## src/hw/rtl/rbt_pkg.sv

```systemverilog
`default_nettype none
// ----------------------------------------------------------------------------
// Resource barrier tracker package
// Transaction types, state and access codes shared by the tracker modules,
// and the small decode functions used by the update logic.
// ----------------------------------------------------------------------------
package rbt_pkg;

  // Field widths fixed by the transaction format.
  localparam int unsigned IdxW   = 6;
  localparam int unsigned StateW = 3;

  // Item operations.
  typedef enum logic [1:0] {
    OpBegin  = 2'd0,
    OpAccess = 2'd1,
    OpFinish = 2'd2
  } rbt_op_e;

  // Access kinds.
  localparam logic [1:0] KindSampled = 2'd0;
  localparam logic [1:0] KindColor   = 2'd1;
  localparam logic [1:0] KindDepth   = 2'd2;

  // Resource usage states.
  localparam logic [StateW-1:0] StUndef   = 3'd0;
  localparam logic [StateW-1:0] StPresent = 3'd1;
  localparam logic [StateW-1:0] StTarget  = 3'd2;
  localparam logic [StateW-1:0] StShader  = 3'd3;
  localparam logic [StateW-1:0] StDepth   = 3'd4;

  // Input transaction.
  typedef struct packed {
    logic [1:0]        opcode;
    logic [IdxW-1:0]   resource_index;
    logic [1:0]        access_kind;
    logic [StateW-1:0] start_state;
    logic [StateW-1:0] final_state;
  } rbt_in_t;

  // Result transaction.
  typedef struct packed {
    logic              barrier_valid;
    logic [IdxW-1:0]   barrier_resource;
    logic [StateW-1:0] from_state;
    logic [StateW-1:0] to_state;
    logic [StateW-1:0] end_state;
  } rbt_out_t;

  // Table write port.
  typedef struct packed {
    logic              en;
    logic [IdxW-1:0]   idx;
    logic [StateW-1:0] state;
  } rbt_wr_t;

  // State an access kind requires; the unused kind requires nothing.
  function automatic logic [StateW-1:0] need_of_kind(input logic [1:0] kind);
    logic [StateW-1:0] need;
    case (kind)
      KindSampled: need = StShader;
      KindColor:   need = StTarget;
      KindDepth:   need = StDepth;
      default:     need = StUndef;
    endcase
    return need;
  endfunction

  // Codes above the depth state fold to undefined.
  function automatic logic [StateW-1:0] clean_state(input logic [StateW-1:0] s);
    return (s > StDepth) ? StUndef : s;
  endfunction

endpackage
`default_nettype wire

```

## src/hw/rtl/rbt_state_table.sv

```systemverilog
`default_nettype none
// ----------------------------------------------------------------------------
// Resource barrier tracker state table
// One-write, one-read state memory with per-entry valid bits and a write
// bypass on the registered read port.
// ----------------------------------------------------------------------------
module rbt_state_table #(
  parameter int unsigned RESOURCE_COUNT = 64
) (
  input  wire logic                        clk_i,
  input  wire logic                        rst_ni,
  input  wire logic                        rd_en_i,
  input  wire logic [rbt_pkg::IdxW-1:0]    rd_idx_i,
  input  wire rbt_pkg::rbt_wr_t            wr_i,
  output logic [rbt_pkg::StateW-1:0]       rd_state_o
);
  import rbt_pkg::*;

  localparam int unsigned Depth = (RESOURCE_COUNT > (2 ** IdxW)) ? (2 ** IdxW)
                                                                 : RESOURCE_COUNT;
  localparam int unsigned AddrW = (Depth > 1) ? $clog2(Depth) : 1;
  localparam int unsigned Rows  = 2 ** AddrW;

  logic [StateW-1:0] mem [Rows];
  logic [Rows-1:0]   valid_q;
  logic [StateW-1:0] rd_data_q;
  logic              rd_valid_q;
  logic [AddrW-1:0]  rd_addr;
  logic [AddrW-1:0]  wr_addr;
  logic              bypass;

  assign rd_addr = rd_idx_i[AddrW-1:0];
  assign wr_addr = wr_i.idx[AddrW-1:0];
  assign bypass  = wr_i.en && (wr_addr == rd_addr);

  // Data array, written by the retiring item.
  always_ff @(posedge clk_i) begin
    if (wr_i.en) begin
      mem[wr_addr] <= wr_i.state;
    end
  end

  // Valid bits: an entry never written reads as undefined.
  always_ff @(posedge clk_i or negedge rst_ni) begin
    if (!rst_ni) begin
      valid_q <= '0;
    end else if (wr_i.en) begin
      valid_q[wr_addr] <= 1'b1;
    end
  end

  // Registered read; a write in the same cycle to the same entry is forwarded.
  always_ff @(posedge clk_i) begin
    if (rd_en_i) begin
      rd_data_q <= bypass ? wr_i.state : mem[rd_addr];
    end
  end

  always_ff @(posedge clk_i or negedge rst_ni) begin
    if (!rst_ni) begin
      rd_valid_q <= 1'b0;
    end else if (rd_en_i) begin
      rd_valid_q <= bypass || valid_q[rd_addr];
    end
  end

  assign rd_state_o = rd_valid_q ? rd_data_q : StUndef;

endmodule
`default_nettype wire

```

## src/hw/rtl/rbt_update.sv

```systemverilog
`default_nettype none
// ----------------------------------------------------------------------------
// Resource barrier tracker update logic
// Works out the new table state and the barrier for one item from the
// resource's current state.
// ----------------------------------------------------------------------------
module rbt_update (
  input  wire rbt_pkg::rbt_in_t              item_i,
  input  wire logic [rbt_pkg::StateW-1:0]    cur_i,
  input  wire logic                          in_range_i,
  output rbt_pkg::rbt_out_t                  res_o,
  output logic [rbt_pkg::StateW-1:0]         next_state_o
);
  import rbt_pkg::*;

  logic [StateW-1:0] need;
  logic [StateW-1:0] fin;
  logic [StateW-1:0] nxt;
  logic              fire;

  assign need = need_of_kind(item_i.access_kind);
  assign fin  = clean_state(item_i.final_state);

  // Transition rules per operation.
  always_comb begin
    nxt  = cur_i;
    fire = 1'b0;
    case (rbt_op_e'(item_i.opcode))
      OpBegin: begin
        nxt = clean_state(item_i.start_state);
      end
      OpAccess: begin
        if (need != StUndef) begin
          nxt = need;
          fire = (cur_i != StUndef) && (need != cur_i);
        end
      end
      OpFinish: begin
        if ((cur_i != StUndef) && (fin != StUndef) && (fin != cur_i)) begin
          nxt = fin;
          fire = 1'b1;
        end
      end
      default: begin
        nxt = cur_i;
      end
    endcase
  end

  // Result; an out-of-range resource gives an all-zero result.
  always_comb begin
    res_o = '0;
    if (in_range_i) begin
      res_o.barrier_valid = fire;
      res_o.end_state     = nxt;
      if (fire) begin
        res_o.barrier_resource = item_i.resource_index;
        res_o.from_state       = cur_i;
        res_o.to_state         = nxt;
      end
    end
  end

  assign next_state_o = nxt;

endmodule
`default_nettype wire

```

## src/hw/rtl/resource_barrier_tracker_unit.sv

```systemverilog
`default_nettype none
// ----------------------------------------------------------------------------
// Resource barrier tracker
// Tracks the usage state of each resource and emits transition barriers.
// ----------------------------------------------------------------------------
// Every input transaction gives exactly one result transaction. The
// accepting edge registers the transaction in the input stage and the read of
// the resource's entry from the state table. The transition rules are then
// applied to the staged transaction, and the edge that moves it on writes the
// entry back and loads the result register. A new transaction can be taken
// every cycle unless the input stalls, which it does only while a staged
// transaction waits behind a stalled result. The table has one read and one
// write port, and a write that hits the entry being read in the same cycle is
// forwarded, so back-to-back transactions on one resource see each other's
// updates. After reset every entry reads as undefined. Indexes at or above
// RESOURCE_COUNT are ignored and return an all-zero result.
// ----------------------------------------------------------------------------
module resource_barrier_tracker_unit #(
  parameter int unsigned RESOURCE_COUNT = 64
) (
  input  wire logic              clk_i,
  input  wire logic              rst_ni,
  input  wire logic              in_valid_i,
  output logic                   in_stall_o,
  input  wire rbt_pkg::rbt_in_t  in_data_i,
  output logic                   out_valid_o,
  input  wire logic              out_stall_i,
  output rbt_pkg::rbt_out_t      out_data_o
);
  import rbt_pkg::*;

  logic              s1_valid_q;
  rbt_in_t           s1_item_q;
  logic              out_valid_q;
  rbt_out_t          out_data_q;
  logic              res_load;
  logic              s1_adv;
  logic              in_fire;
  logic              in_range;
  logic [StateW-1:0] cur_state;
  logic [StateW-1:0] next_state;
  rbt_out_t          res;
  rbt_wr_t           wr;

  // Handshake: the result register frees when empty or being taken.
  assign res_load   = !out_valid_q || !out_stall_i;
  assign s1_adv     = s1_valid_q && res_load;
  assign in_stall_o = s1_valid_q && !res_load;
  assign in_fire    = in_valid_i && !in_stall_o;
  assign in_range   = 32'(s1_item_q.resource_index) < RESOURCE_COUNT;

  // Table write from the item that retires into the result register.
  assign wr.en    = s1_adv && in_range;
  assign wr.idx   = s1_item_q.resource_index;
  assign wr.state = next_state;

  rbt_state_table #(
    .RESOURCE_COUNT(RESOURCE_COUNT)
  ) u_table (
    .clk_i      (clk_i),
    .rst_ni     (rst_ni),
    .rd_en_i    (in_fire),
    .rd_idx_i   (in_data_i.resource_index),
    .wr_i       (wr),
    .rd_state_o (cur_state)
  );

  rbt_update u_update (
    .item_i       (s1_item_q),
    .cur_i        (cur_state),
    .in_range_i   (in_range),
    .res_o        (res),
    .next_state_o (next_state)
  );

  // Input stage register.
  always_ff @(posedge clk_i or negedge rst_ni) begin
    if (!rst_ni) begin
      s1_valid_q <= 1'b0;
    end else if (in_fire || s1_adv) begin
      s1_valid_q <= in_fire;
    end
  end

  always_ff @(posedge clk_i) begin
    if (in_fire) begin
      s1_item_q <= in_data_i;
    end
  end

  // Result register.
  always_ff @(posedge clk_i or negedge rst_ni) begin
    if (!rst_ni) begin
      out_valid_q <= 1'b0;
    end else if (res_load) begin
      out_valid_q <= s1_valid_q;
    end
  end

  always_ff @(posedge clk_i) begin
    if (s1_adv) begin
      out_data_q <= res;
    end
  end

  assign out_valid_o = out_valid_q;
  assign out_data_o  = out_data_q;

  // A new result only comes from an item that sat in the input stage.
  a_result_source: assert property (@(posedge clk_i) disable iff (!rst_ni)
    $rose(out_valid_q) |-> $past(s1_valid_q))
    else $error("result appeared without a staged transaction");

  // A barrier always moves between two different defined states.
  a_barrier_shape: assert property (@(posedge clk_i) disable iff (!rst_ni)
    (out_valid_q && out_data_q.barrier_valid) |->
      (out_data_q.from_state != out_data_q.to_state) &&
      (out_data_q.from_state != StUndef) &&
      (out_data_q.to_state == out_data_q.end_state))
    else $error("malformed barrier");

  // Without a barrier the transition fields are clear.
  a_no_barrier_zero: assert property (@(posedge clk_i) disable iff (!rst_ni)
    (out_valid_q && !out_data_q.barrier_valid) |->
      (out_data_q.barrier_resource == '0) && (out_data_q.from_state == StUndef) &&
      (out_data_q.to_state == StUndef))
    else $error("transition fields set without a barrier");

  // Input stalls only while the input stage is held by a blocked result.
  a_stall_cause: assert property (@(posedge clk_i) disable iff (!rst_ni)
    in_stall_o |-> (s1_valid_q && out_valid_q && out_stall_i))
    else $error("input stalled without a blocked result");

endmodule
`default_nettype wire

```

## config.mk

```make
export PLATFORM = sky130hd
export DESIGN_NAME = resource_barrier_tracker_unit
export DESIGN_NICKNAME = d
export VERILOG_FILES = /design/src/hw/rtl/rbt_pkg.sv /design/src/hw/rtl/rbt_state_table.sv /design/src/hw/rtl/rbt_update.sv /design/src/hw/rtl/resource_barrier_tracker_unit.sv
export SDC_FILE = /design/constraint.sdc
export NUM_CORES = 1
export LEC_CHECK = 0
export ABC_CLOCK_PERIOD_IN_PS = 4000
export BUFFER_PORTS_ARGS = -buffer_cell sky130_fd_sc_hd__buf_2
export CORE_MARGIN = 1
export CORE_UTILIZATION = 30
export DETAILED_ROUTE_END_ITERATION = 8
export REMOVE_ABC_BUFFERS = 1
export SLEW_MARGIN = 15
export SYNTH_ARGS = -nofsm -noshare
export SYNTH_HDL_FRONTEND = slang
export SYNTH_SLANG_ARGS = --single-unit
export TNS_END_PERCENT = 50
```

## constraint.sdc

```tcl
create_clock -name clk_i -period 4 [get_ports clk_i]
set_input_delay 0.4 -clock clk_i [delete_from_list [all_inputs] [get_ports clk_i]]
set_output_delay 0.4 -clock clk_i [all_outputs]
set_load 0.02 [all_outputs]
```

==> out/metrics.json <==
{
  "run_status": "finished, violations left",
  "violations": "negative hold slack",
  "timing.critical_path.from_type": "flip-flop",
  "yosys_register_bits": 294,
  "swShare_pct": 23.5,
  "yosys.cell_types.count": 52,
  "fp-row-count": 73,
  "grt_pass1_wl_mm": 44.2,
  "gpl_wtd_cong": 0.812,
  "maxClockFrequency_ghz": 0.358,
  "ctsResizeCount": 0,
  "boundaryPins": 38,
  "final_nets": 840,
  "synth_common_cells": "sky130_fd_sc_hd__edfxtp_1, sky130_fd_sc_hd__nor2_1, sky130_fd_sc_hd__dfrtp_1",
  "final_hold_viol_count": 38,
  "first_drt_pass_iteration_count": 5,
  "dpl.cell_count": 1306,
  "timing.critical_path.required_ns": 4.25,
  "area_of_the_multi_input_gates_mm2": 0.00346,
  "crit_arrival_ns": 3.04,
  "power.ir.vdd_worst_mv": 0.209,
  "power.internal_mw": 5.62,
  "drt-total-wl_mm": 28.9,
  "first_iter_violations": 759,
  "die_h_um": 203,
  "totalNegativeSetupSlack_ns": 0,
  "final_report_setup_violation_count": 0,
  "post-route-period-util_pct": 69.9,
  "yosysMostFrequentCell": "sky130_fd_sc_hd__edfxtp_1",
  "core_area_mm2": 0.0398,
  "worstMarginPinSlew_ns": 0.959,
  "rr_endpoint": "u_table.mem[37][2]",
  "initial_standard_cell_utilization_of_the_core_pct": 30.5,
  "cap_violations": 0,
  "grt_util_met3_pct": 2.76,
  "wire_per_inst_um": 21.1,
  "finalCoreUtilization_pct": 35.3,
  "place_ws_ns": 0.856,
  "synthFlopType": "sky130_fd_sc_hd__edfxtp_1",
  "post_layout_nonfiller_instances": 1366,
  "reg2reg_from": "u_table.rd_data_q[1]",
  "design_power_total_mw": 7.35,
  "unrepaired_setup_endpoints_after_global_routing": "no",
  "cts_inserted_buffers": 31,
  "layout_setup_ws_ns": 1.20,
  "worst_case_reg_to_reg_path_depth": 5,
  "grt_start_max_net_pins": 68,
  "route.detailed.vias_per_inst": 4.94,
  "worst_skew_pair.late_latency_ns": 0.58,
  "r2r_slack_ns": 1.20,
  "first_global_vias": 6821,
  "synth_area_mm2": 0.0122,
  "postCtsHoldBufs": 2,
  "critPathKind": "reg -> reg",
  "die-width_um": 203,
  "synthArstFlopShare_pct": 22.8,
  "yosys-top-cells-area": "sky130_fd_sc_hd__edfxtp_1, sky130_fd_sc_hd__dfrtp_1, sky130_fd_sc_hd__mux4_2, sky130_fd_sc_hd__mux2i_1, sky130_fd_sc_hd__or2_2",
  "htree_num_levels": 1,
  "finalMaxSlewViolations": 0,
  "ctsRootBufferMaster": "sky130_fd_sc_hd__clkbuf_16",
  "finalWorstPathRequiredPeriod_ns": 2.80,
  "crit_path_max_fanout": 45,
  "route.antenna.remaining_nets": 0,
  "leakagePower_nw": 5.17,
  "worstHoldPathType": "in -> async",
  "finClkSkew_ns": 0.0289,
  "globalRoute.totalOverflow": 0,
  "synth_cells": 771,
  "worst_slew_margin_rel_pct": 36.1,
  "pwr-share-clk_pct": 41.7,
  "vias": 6751,
  "fin_hold_ws_ns": -0.0358,
  "number_of_enable_type_register_cells_in_the_synthesized_netlist": 227,
  "pwrdens_mw_per_mm2": 523,
  "combinationalPowerShare_pct": 8.8,
  "postCtsSetupBuffers": 0,
  "antenna_cells_inserted": 0,
  "layout-area-overhead-vs-synth_pct": 15.6,
  "power.switching_mw": 1.72,
  "globalRouteTotalUtil_pct": 14.2,
  "layout-drive-gt1-share_pct": 25.6,
  "floorplan.die_area_mm2": 0.0413,
  "antenna_found_initial": 0,
  "clk_path_buf_depth": 3,
  "power.share.sequential_pct": 49.5,
  "clock_tree_from_tritoncts": "done",
  "area.sequential_mm2": 0.00849,
  "io_buffer_count": 37,
  "clkSlewWorstSetupHoldPaths_ns": 0.07,
  "num-fill-cells": 3790,
  "post_synth.cell_area_avg_um2": 15.8,
  "use_met1_pct": 21.0,
  "end_kind": "flip-flop",
  "netlist.top_cell.by_area": "sky130_fd_sc_hd__edfxtp_1",
  "ys.warnings.count": 0,
  "drt_drc_violations_left": 0,
  "globalRouteMet2Util_pct": 21.3,
  "sequential_to_total_area_share_from_yosys_stat_pct": 69.9,
  "place_hpwl_mm": 18.4,
  "grt-busiest-layer": "met2",
  "clock-sinks": 294,
  "yosys_top_cell_area_share_pct": 56.1
}
[routing by layer]
metal	up-vias	routed length [um]	part of all wire [%]
li1	3033	-	-
met1	3432	13200	46
met2	237	12900	45
met3	49	2000	6.9
met4	0	691	2.4
met5	-	0	0
[how the worst max path moves through the flow]
stage / startpoint / end / slack (ns) / depth (start not counted)
2_1_floorplan: s1_item_q[2] / out_data_o[0] / 0.42 / 4
3_3_place_gp: in_data_i[8] / u_table.rd_data_q[2] / 0.93 / 6
3_5_place_dp: in_data_i[8] / u_table.rd_data_q[2] / 0.86 / 6
4_1_cts: u_table.rd_data_q[1] / u_table.mem[48][2] / 1.21 / 5
5_1_grt: u_table.rd_data_q[1] / u_table.mem[37][2] / 1.01 / 5
6_report: u_table.rd_data_q[1] / u_table.mem[37][2] / 1.20 / 5
[flip-flops by register name, summed over array words and instances, names as in the netlist]
register / flops
s1_item_q: 16
u_table.mem: 192
out_data_o: 16
u_table.valid_q: 64
out_valid_o: 1
s1_valid_q: 1
u_table.rd_valid_q: 1
u_table.rd_data_q: 3
[critical path: stages (launching register included)]
cell                        delay (ns)
sky130_fd_sc_hd__edfxtp_1         0.57
sky130_fd_sc_hd__o31ai_1          0.45
sky130_fd_sc_hd__nor2_1           0.11
sky130_fd_sc_hd__a2111oi_0        0.70
sky130_fd_sc_hd__a21oi_4          0.27
sky130_fd_sc_hd__buf_4            0.37
[cells by family (layout without fill, tap and decap cells)]
logic type	after synthesis	in the layout	synth area share [%]
compound gates	71	71	4.09
xor+xnor	7	7	0.504
mux	104	104	12.7
buf+inv	45	115	1.87
fa+ha+maj	4	4	0.412
simple gates	246	246	10.5
flops	294	294	69.9
[stage by stage]
step / instance area [um^2] / hold WS (ns)
after floorplan: 12000 / 0.104
after global placement: 12900 / 0.444
after detailed placement: 12900 / 0.447
after CTS: 14100 / 0.00164
after global routing: 14100 / 0.00687
final: 14100 / -0.0358
[area by class of cell]
type,instances,share of cell area (%)
Tap cell,525,4.67
Multi-Input combinational cell,432,24.6
Clock buffer,36,5.87
Clock inverter,22,2.00
Sequential cell,294,60.4
Timing Repair Buffer,50,2.26
Inverter,7,0.187
[power groups by stage]
| stage | clock, mW | combinational, mW | sequential, mW |
|---|---|---|---|
| 6_report | 3.07 | 0.647 | 3.64 |
| 5_1_grt | 3.23 | 0.707 | 3.66 |
| 4_1_cts | 3.10 | 0.657 | 3.63 |
| 3_5_place_dp | 0 | 0.655 | 3.69 |
| 3_3_place_gp | 0 | 0.641 | 3.69 |
| 2_1_floorplan | 0 | 0.383 | 3.68 |
[layout by cell type, fill, tap and decap left out, drive strengths merged, types with 15 or more instances in the layout]
cell      n
and2     16
mux2i    60
a22oi    15
mux4     40
buf      48
nor2     76
clkbuf   36
edfxtp  227
or2      64
dfrtp    67
nand2    31
Power figures use the tool's default switching activity.
